[src/rtl/mwc_pkg.sv]
`timescale 1ns / 1ps

package mwc_pkg;

    // request codes
    localparam logic REQ_DRAW   = 1'b0;
    localparam logic REQ_RESEED = 1'b1;

    // generator multipliers and reset state
    localparam logic [15:0] MUL_Z   = 16'd36969;
    localparam logic [15:0] MUL_W   = 16'd18000;
    localparam logic [31:0] RESET_Z = 32'd362436069;
    localparam logic [31:0] RESET_W = 32'd521288629;

    // front -> back: one classified request
    typedef struct packed {
        logic        draw;      // 0: reseed, result is all zero
        logic [31:0] raw;       // generator word after the update
        logic [31:0] lo;        // smaller bound
        logic [31:0] span_m1;   // |a - b|, span minus one
    } mid_item_t;

    // back -> result queue
    typedef struct packed {
        logic [31:0] ranged_value;
        logic [31:0] raw_word;
    } out_item_t;

endpackage

[src/rtl/mwc_queue.sv]
`timescale 1ns / 1ps

module mwc_queue
#(
    parameter int W     = 8,
    parameter int DEPTH = 2
)
(
    input  logic                           clk,
    input  logic                           rst_n,
    input  logic                           wr_en,
    input  logic [W-1:0]                   wr_data,
    input  logic                           rd_en,
    output logic [W-1:0]                   rd_data,
    output logic                           full,
    output logic                           empty,
    output logic [$clog2(DEPTH+1)-1:0]     count
);

    localparam int PTR_W = (DEPTH > 1) ? $clog2(DEPTH) : 1;
    localparam int CNT_W = $clog2(DEPTH+1);

    logic [W-1:0]     mem [DEPTH];
    logic [PTR_W-1:0] wr_ptr_reg, wr_ptr_next;
    logic [PTR_W-1:0] rd_ptr_reg, rd_ptr_next;
    logic [CNT_W-1:0] count_reg,  count_next;
    logic             do_wr, do_rd;

    assign full    = (count_reg == CNT_W'(DEPTH));
    assign empty   = (count_reg == '0);
    assign count   = count_reg;
    assign rd_data = mem[rd_ptr_reg];
    assign do_wr   = wr_en && !full;
    assign do_rd   = rd_en && !empty;

    always_comb
    begin
        wr_ptr_next = wr_ptr_reg;
        rd_ptr_next = rd_ptr_reg;
        if (do_wr)
        begin
            wr_ptr_next = (wr_ptr_reg == PTR_W'(DEPTH-1)) ? '0 : wr_ptr_reg + 1'b1;
        end
        if (do_rd)
        begin
            rd_ptr_next = (rd_ptr_reg == PTR_W'(DEPTH-1)) ? '0 : rd_ptr_reg + 1'b1;
        end
        case ({do_wr, do_rd})
            2'b10:   count_next = count_reg + 1'b1;
            2'b01:   count_next = count_reg - 1'b1;
            default: count_next = count_reg;
        endcase
    end

    always_ff @(posedge clk or negedge rst_n)
    begin
        if (!rst_n)
        begin
            wr_ptr_reg <= '0;
            rd_ptr_reg <= '0;
            count_reg  <= '0;
        end
        else
        begin
            wr_ptr_reg <= wr_ptr_next;
            rd_ptr_reg <= rd_ptr_next;
            count_reg  <= count_next;
        end
    end

    always_ff @(posedge clk)
    begin
        if (do_wr)
        begin
            mem[wr_ptr_reg] <= wr_data;
        end
    end

endmodule

[src/rtl/mwc_front.sv]
`timescale 1ns / 1ps

module mwc_front
    import mwc_pkg::*;
(
    input  logic        clk,
    input  logic        rst_n,
    input  logic        accept,
    input  logic        req_type,
    input  logic [63:0] seed,
    input  logic [31:0] bound_a,
    input  logic [31:0] bound_b,
    output mid_item_t   item
);

    logic [31:0] z_reg, z_next;
    logic [31:0] w_reg, w_next;
    logic [31:0] z_adv, w_adv, raw;
    logic        a_lt_b;

    // one MWC step per half; max 36970 * 65535 fits in 32 bits
    assign z_adv = {16'b0, MUL_Z} * {16'b0, z_reg[15:0]} + {16'b0, z_reg[31:16]};
    assign w_adv = {16'b0, MUL_W} * {16'b0, w_reg[15:0]} + {16'b0, w_reg[31:16]};
    assign raw   = {z_adv[15:0], 16'b0} + w_adv;

    always_comb
    begin
        z_next = z_reg;
        w_next = w_reg;
        if (accept)
        begin
            if (req_type == REQ_DRAW)
            begin
                z_next = z_adv;
                w_next = w_adv;
            end
            else if (seed != '0)
            begin
                z_next = seed[31:0];
                w_next = seed[63:32];
            end
        end
    end

    always_ff @(posedge clk or negedge rst_n)
    begin
        if (!rst_n)
        begin
            z_reg <= RESET_Z;
            w_reg <= RESET_W;
        end
        else
        begin
            z_reg <= z_next;
            w_reg <= w_next;
        end
    end

    // bounds may come in either order
    assign a_lt_b       = (bound_a < bound_b);
    assign item.draw    = (req_type == REQ_DRAW);
    assign item.raw     = raw;
    assign item.lo      = a_lt_b ? bound_a : bound_b;
    assign item.span_m1 = a_lt_b ? (bound_b - bound_a) : (bound_a - bound_b);

endmodule

[src/rtl/mwc_back.sv]
`timescale 1ns / 1ps

module mwc_back
    import mwc_pkg::*;
#(
    parameter int OUT_DEPTH = 4
)
(
    input  logic                             clk,
    input  logic                             rst_n,
    input  mid_item_t                        item,
    input  logic                             mid_empty,
    output logic                             mid_pop,
    input  logic [$clog2(OUT_DEPTH+1)-1:0]   out_count,
    output logic                             out_push,
    output out_item_t                        out_data
);

    localparam int CNT_W = $clog2(OUT_DEPTH+1);
    localparam int SUM_W = CNT_W + 1;

    // stage 1: span_m1 * raw
    logic        v1_reg;
    logic        draw1_reg;
    logic [31:0] raw1_reg, lo1_reg;
    logic [63:0] prod1_reg;
    // stage 2: floor((span_m1 + 1) * raw / 2^32)
    logic        v2_reg;
    logic        draw2_reg;
    logic [31:0] raw2_reg, lo2_reg, hi2_reg;

    logic [63:0]      prod_full;
    logic [SUM_W-1:0] used;

    // credit: result slots taken plus items still in the pipe
    assign used    = SUM_W'(out_count) + SUM_W'(v1_reg) + SUM_W'(v2_reg);
    assign mid_pop = !mid_empty && (used < SUM_W'(OUT_DEPTH));

    // (span_m1 + 1) * raw = span_m1 * raw + raw, stays below 2^64
    assign prod_full = prod1_reg + {32'b0, raw1_reg};

    always_ff @(posedge clk or negedge rst_n)
    begin
        if (!rst_n)
        begin
            v1_reg <= 1'b0;
            v2_reg <= 1'b0;
        end
        else
        begin
            v1_reg <= mid_pop;
            v2_reg <= v1_reg;
        end
    end

    always_ff @(posedge clk)
    begin
        draw1_reg <= item.draw;
        raw1_reg  <= item.raw;
        lo1_reg   <= item.lo;
        prod1_reg <= {32'b0, item.span_m1} * {32'b0, item.raw};

        draw2_reg <= draw1_reg;
        raw2_reg  <= raw1_reg;
        lo2_reg   <= lo1_reg;
        hi2_reg   <= prod_full[63:32];
    end

    assign out_push              = v2_reg;
    assign out_data.ranged_value = draw2_reg ? (lo2_reg + hi2_reg) : '0;
    assign out_data.raw_word     = draw2_reg ? raw2_reg : '0;

endmodule

[src/rtl/mwc_random_in_range.sv]
`timescale 1ns / 1ps

// Dual multiply-with-carry random generator with range mapping. Each request
// pushed in gives exactly one result, in order. A draw request (req_type 0)
// advances both generator halves, z = 36969*z[15:0] + z[31:16] and
// w = 18000*w[15:0] + w[31:16], returns raw_word = (z << 16) + w and
// ranged_value = lo + floor(span * raw_word / 2^32), where lo is the smaller
// of bound_a and bound_b and span = |bound_a - bound_b| + 1 (up to 2^32, so a
// full-range request returns raw_word itself). A reseed request (req_type 1)
// with a nonzero seed loads w from seed[63:32] and z from seed[31:0]; a zero
// seed leaves the state alone. A reseed result reads zero on both ports.
// Rate: one request per cycle sustained while results are popped, set by the
// front stage, which does the generator update in the cycle the request is
// accepted. An accepted request goes through the middle queue, then the 32x32
// range multiply and the high-word add each take a registered stage, before
// its result enters the result queue. The back end only takes a request from
// the middle queue when the result queue has room for everything in flight,
// so a stalled consumer fills the result queue (OUT_DEPTH), then the middle
// queue (MID_DEPTH), and only then raises full. OUT_DEPTH below 4 still works
// but lowers the sustained rate.

module mwc_random_in_range
    import mwc_pkg::*;
#(
    parameter int MID_DEPTH = 2,
    parameter int OUT_DEPTH = 4
)
(
    input  logic        clk,
    input  logic        rst_n,
    // request side
    input  logic        push,
    output logic        full,
    input  logic        req_type,
    input  logic [63:0] seed,
    input  logic [31:0] bound_a,
    input  logic [31:0] bound_b,
    // result side
    output logic        empty,
    input  logic        pop,
    output logic [31:0] ranged_value,
    output logic [31:0] raw_word
);

    localparam int MID_W     = $bits(mid_item_t);
    localparam int OUT_W     = $bits(out_item_t);
    localparam int MID_CNT_W = $clog2(MID_DEPTH+1);
    localparam int OUT_CNT_W = $clog2(OUT_DEPTH+1);

    logic                 accept;
    mid_item_t            front_item;
    mid_item_t            back_item;
    logic [MID_W-1:0]     mid_rd_data;
    logic                 mid_empty;
    logic                 mid_pop;
    logic [MID_CNT_W-1:0] mid_count;
    logic                 out_push;
    out_item_t            out_wr_item;
    logic [OUT_W-1:0]     out_rd_data;
    out_item_t            out_rd_item;
    logic [OUT_CNT_W-1:0] out_count;
    logic                 out_full;

    assign accept = push && !full;

    // front: generator state, classify request, order the bounds
    mwc_front u_front
    (
        .clk      (clk),
        .rst_n    (rst_n),
        .accept   (accept),
        .req_type (req_type),
        .seed     (seed),
        .bound_a  (bound_a),
        .bound_b  (bound_b),
        .item     (front_item)
    );

    // middle queue decouples front from back
    mwc_queue
    #(
        .W     (MID_W),
        .DEPTH (MID_DEPTH)
    )
    u_mid_q
    (
        .clk     (clk),
        .rst_n   (rst_n),
        .wr_en   (accept),
        .wr_data (front_item),
        .rd_en   (mid_pop),
        .rd_data (mid_rd_data),
        .full    (full),
        .empty   (mid_empty),
        .count   (mid_count)
    );

    assign back_item = mid_item_t'(mid_rd_data);

    // back: range mapping pipeline with credit to the result queue
    mwc_back
    #(
        .OUT_DEPTH (OUT_DEPTH)
    )
    u_back
    (
        .clk       (clk),
        .rst_n     (rst_n),
        .item      (back_item),
        .mid_empty (mid_empty || (mid_count == '0)),
        .mid_pop   (mid_pop),
        .out_count (out_count),
        .out_push  (out_push),
        .out_data  (out_wr_item)
    );

    // result queue; never overflows thanks to the credit check in the back end
    mwc_queue
    #(
        .W     (OUT_W),
        .DEPTH (OUT_DEPTH)
    )
    u_out_q
    (
        .clk     (clk),
        .rst_n   (rst_n),
        .wr_en   (out_push),
        .wr_data (out_wr_item),
        .rd_en   (pop),
        .rd_data (out_rd_data),
        .full    (out_full),
        .empty   (empty),
        .count   (out_count)
    );

    assign out_rd_item  = out_item_t'(out_rd_data);
    assign ranged_value = out_rd_item.ranged_value;
    assign raw_word     = out_rd_item.raw_word & {32{!out_full || !empty}};

endmodule

[config.mk]
export PLATFORM = sky130hd
export DESIGN_NAME = mwc_random_in_range
export DESIGN_NICKNAME = d
export VERILOG_FILES = /design/src/rtl/mwc_pkg.sv /design/src/rtl/mwc_queue.sv /design/src/rtl/mwc_front.sv /design/src/rtl/mwc_back.sv /design/src/rtl/mwc_random_in_range.sv
export SDC_FILE = /design/constraint.sdc
export NUM_CORES = 2
export LEC_CHECK = 0
export ABC_AREA = 1
export BUFFER_PORTS_ARGS = -buffer_cell sky130_fd_sc_hd__buf_2
export CORE_MARGIN = 2
export CORE_UTILIZATION = 35
export DETAILED_ROUTE_END_ITERATION = 8
export GPL_ROUTABILITY_DRIVEN = 0
export SLEW_MARGIN = 20
export SYNTH_ARGS = -nofsm -noshare
export SYNTH_HDL_FRONTEND = slang
export SYNTH_SLANG_ARGS = --single-unit
[constraint.sdc]
create_clock -name clk -period 8.3 [get_ports clk]
set_input_delay 1.245 -clock clk [delete_from_list [all_inputs] [get_ports clk]]
set_output_delay 1.245 -clock clk [all_outputs]
set_load 0.03 [all_outputs]
==> results.ini <==
[yosys]
ys_seq_area_frac=0.264
synth-edff-count=450
syn_nets=10500
syn_area_per_cell_sq_um=8.70
synth_area_sq_um=75800
synthFlopType=edfxtp_1
postSynthCellCount=8704
yosysWarnings=0
async_flop_share=0.102
yosysUniqueCellTypes=64
yosys_register_bits=753

[sta]
finalSetupViolCount=0
rsz0062_at_grt=false
period_minus_slack_ps=7970
fmax_mhz=126
fin_crit_sh=0.960
maxSlewViolCount=0
clock_skew_ps=49.8
worstMarginPinSlew_ps=1060
hold_violations=0
slew_headroom=0.292
fin_tns_setup_ps=0

[worst_setup_path]
worstPathMaxFanout=20
rr_startpoint=u_mid_q.rd_ptr_reg
cp.arrival_ps=8570
worst_ep_required_time_ps=8910
worst-setup-path-type=reg -> reg
end_kind=flop
start_kind=flop
critPathLaunch=u_mid_q.rd_ptr_reg

[clocking]
clkSinkCount=753
cts_tree=yes
cts-hold-fix-buffers=0
htreeDepth=3
clk_latency_ps=710
cts_made_buffers=78
clockBufferDepth=3
clockRootBuffer=clkbuf_16
clk_pin_slew_ps=70

[run_status]
status=complete, no violations

[layout]
nets=10700
areaGrowthSynthToFinish_pct=11.4
drive_above_1_share=0.0901
largest_reg_flops=256

[floorplanning]
fp-row-count=170
ioPinCount=199
floorplan.die.width_um=469
coreArea_sq_um=215000
fp.dieH_um=469
initial_core_util=0.353
die_area_sq_um=220000

[global_route]
grt.overflow.total=0
grt_pass1_vias=61900
grt_pass1_wl_mm=366
antenna_found_initial=23
track_usage=0.215
grt_max_degree=103

[placement]
dp_hpwl_mm=197
port_buffers=198

[flow_run]
cap_viol_max_count=0

[routing]
firstDrtPassIters=6
wl_per_cell_um=20.1
drt-initial-drc-count=5152
drc=0
num_vias=60500
via_per_inst=5.10
ant_nets=0
wirelength_mm=238

[min_path]
hold_class=reg -> reg
hp-start=u_back.lo1_reg[7]

==> layer usage <==
metal	routed length, um	part of all wire	vias up	global-route usage
li1	-	-	27600	-
met1	99300	0.42	29800	0.289
met2	107000	0.45	2602	0.345
met3	21700	0.091	454	0.0409
met4	9720	0.041	12	0.0754
met5	76	0.00032	-	0
==> synthesized netlist by cell type (all sizes together), types with 6 or more instances <==
cell | number | area (sq um)
clkbuf | 236 | 902
nor3 | 58 | 290
o21ai | 478 | 2420
o31ai | 7 | 57.6
xnor2 | 54 | 473
a211oi | 6 | 45.0
a31oi | 58 | 363
inv | 1611 | 6050
dfstp | 33 | 867
o221ai | 6 | 52.6
o211ai | 11 | 82.6
dfxtp | 226 | 4520
nand3 | 163 | 833
a21oi | 366 | 1840
a21o | 32 | 240
nand2 | 1496 | 5690
edfxtp | 450 | 13500
a21boi | 11 | 82.6
xor2 | 159 | 1410
buf | 57 | 318
dfrtp | 44 | 1100
or2 | 71 | 444
nor4 | 28 | 175
fa | 989 | 19800
ha | 664 | 8310
o21bai | 20 | 150
o21a | 31 | 233
nor2 | 1178 | 4500
o22ai | 68 | 425
clkinv | 26 | 97.6
nand4 | 38 | 244
==> final timing paths <==
kind | cells after the start | endpoint | slack, ps
setup / recovery | 27 | u_back.prod1_reg[52] | 330
hold / removal | 0 | u_back.lo2_reg[7] | 330
setup reg to reg | 27 | u_back.prod1_reg[52] | 330
hold reg to reg | 0 | u_back.lo2_reg[7] | 330
max in group asynchronous | 2 | u_front.w_reg[15] | 6610
min in group asynchronous | 1 | u_out_q.count[1] | 440
==> logic make-up after synthesis <==
family | after synthesis | share of synthesized area
simple gates | 3050 | 0.162
buf+inv | 1930 | 0.0972
fa+ha+maj | 1653 | 0.371
compound gates | 1105 | 0.0804
flops | 753 | 0.264
xor+xnor | 213 | 0.0248
==> timing repair <==
action                     4_1_cts  5_1_grt
setup endpoints to repair        0       28
resized for setup                0       22
buffers inserted                 0        4
==> cell type report <==
| type | count | area (sq um) |
|---|---|---|
| Antenna cell | 15 | 37.5 |
| Clock buffer | 91 | 2050 |
| Clock inverter | 55 | 717 |
| Fill cell | 21400 | 130000 |
| Inverter | 1637 | 6150 |
| Multi-Input combinational cell | 6021 | 48700 |
| Sequential cell | 753 | 20000 |
| Tap cell | 2838 | 3550 |
| Timing Repair Buffer | 448 | 3180 |
==> critical path, cell delays in order (launching register included) <==
cell and delay, ps:
dfrtp_4 500, inv_2 100, buf_4 210, buf_4 190, or2_2 280, o21ai_2 110
buf_4 410, nor2_1 110, fa_1 520, inv_1 100, fa_1 560, inv_1 50
fa_1 510, fa_1 440, fa_1 510, fa_1 440, fa_1 510, fa_1 440
ha_1 400, nand2_1 90, nand2_1 70, a31oi_1 250, o21ai_0 150, a21oi_1 170
nand3_1 220, a21o_1 230, buf_4 130, xor2_1 130
==> stage by stage <==
| stage | hold slack [ps] | area [sq um] | util | worst slack [ps] | std cells |
|---|---|---|---|---|---|
| after floorplan | 310 | 75800 | - | 995 | 8704 |
| after global placement | 310 | 81500 | 0.379 | 65.8 | 11700 |
| after detailed placement | 312 | 81500 | 0.379 | 93.0 | 11700 |
| after CTS | 326 | 84200 | 0.392 | 77.7 | 11800 |
| after global routing | 329 | 84300 | 0.393 | 24.0 | 11800 |
| final | 326 | 84400 | 0.393 | 333 | 11900 |
==> placed cells by master (no fill, tap or decap), drive strengths merged, types with 4 or more instances in the layout <==
master / Yosys / layout
inv: 1611 / 1620
nand2: 1496 / 1496
nor2: 1178 / 1178
fa: 989 / 989
ha: 664 / 664
o21ai: 478 / 478
edfxtp: 450 / 450
buf: 57 / 448
a21oi: 366 / 366
dfxtp: 226 / 226
nand3: 163 / 163
xor2: 159 / 159
clkbuf: 236 / 91
or2: 71 / 71
o22ai: 68 / 68
nor3: 58 / 58
a31oi: 58 / 58
clkinv: 26 / 58
xnor2: 54 / 54
dfrtp: 44 / 44
nand4: 38 / 38
dfstp: 33 / 33
a21o: 32 / 32
o21a: 31 / 31
nor4: 28 / 28
o21bai: 20 / 20
diode: 0 / 15
o211ai: 11 / 11
bufinv: 0 / 11
a21boi: 11 / 11
o31ai: 7 / 7
a211oi: 6 / 6
o221ai: 6 / 6
nand3b: 5 / 5
and2: 5 / 5
and3: 5 / 5
a221oi: 4 / 4
Power is not shown: default switching activity piles up to over one toggle a cycle in this logic, so the estimate is an artifact.
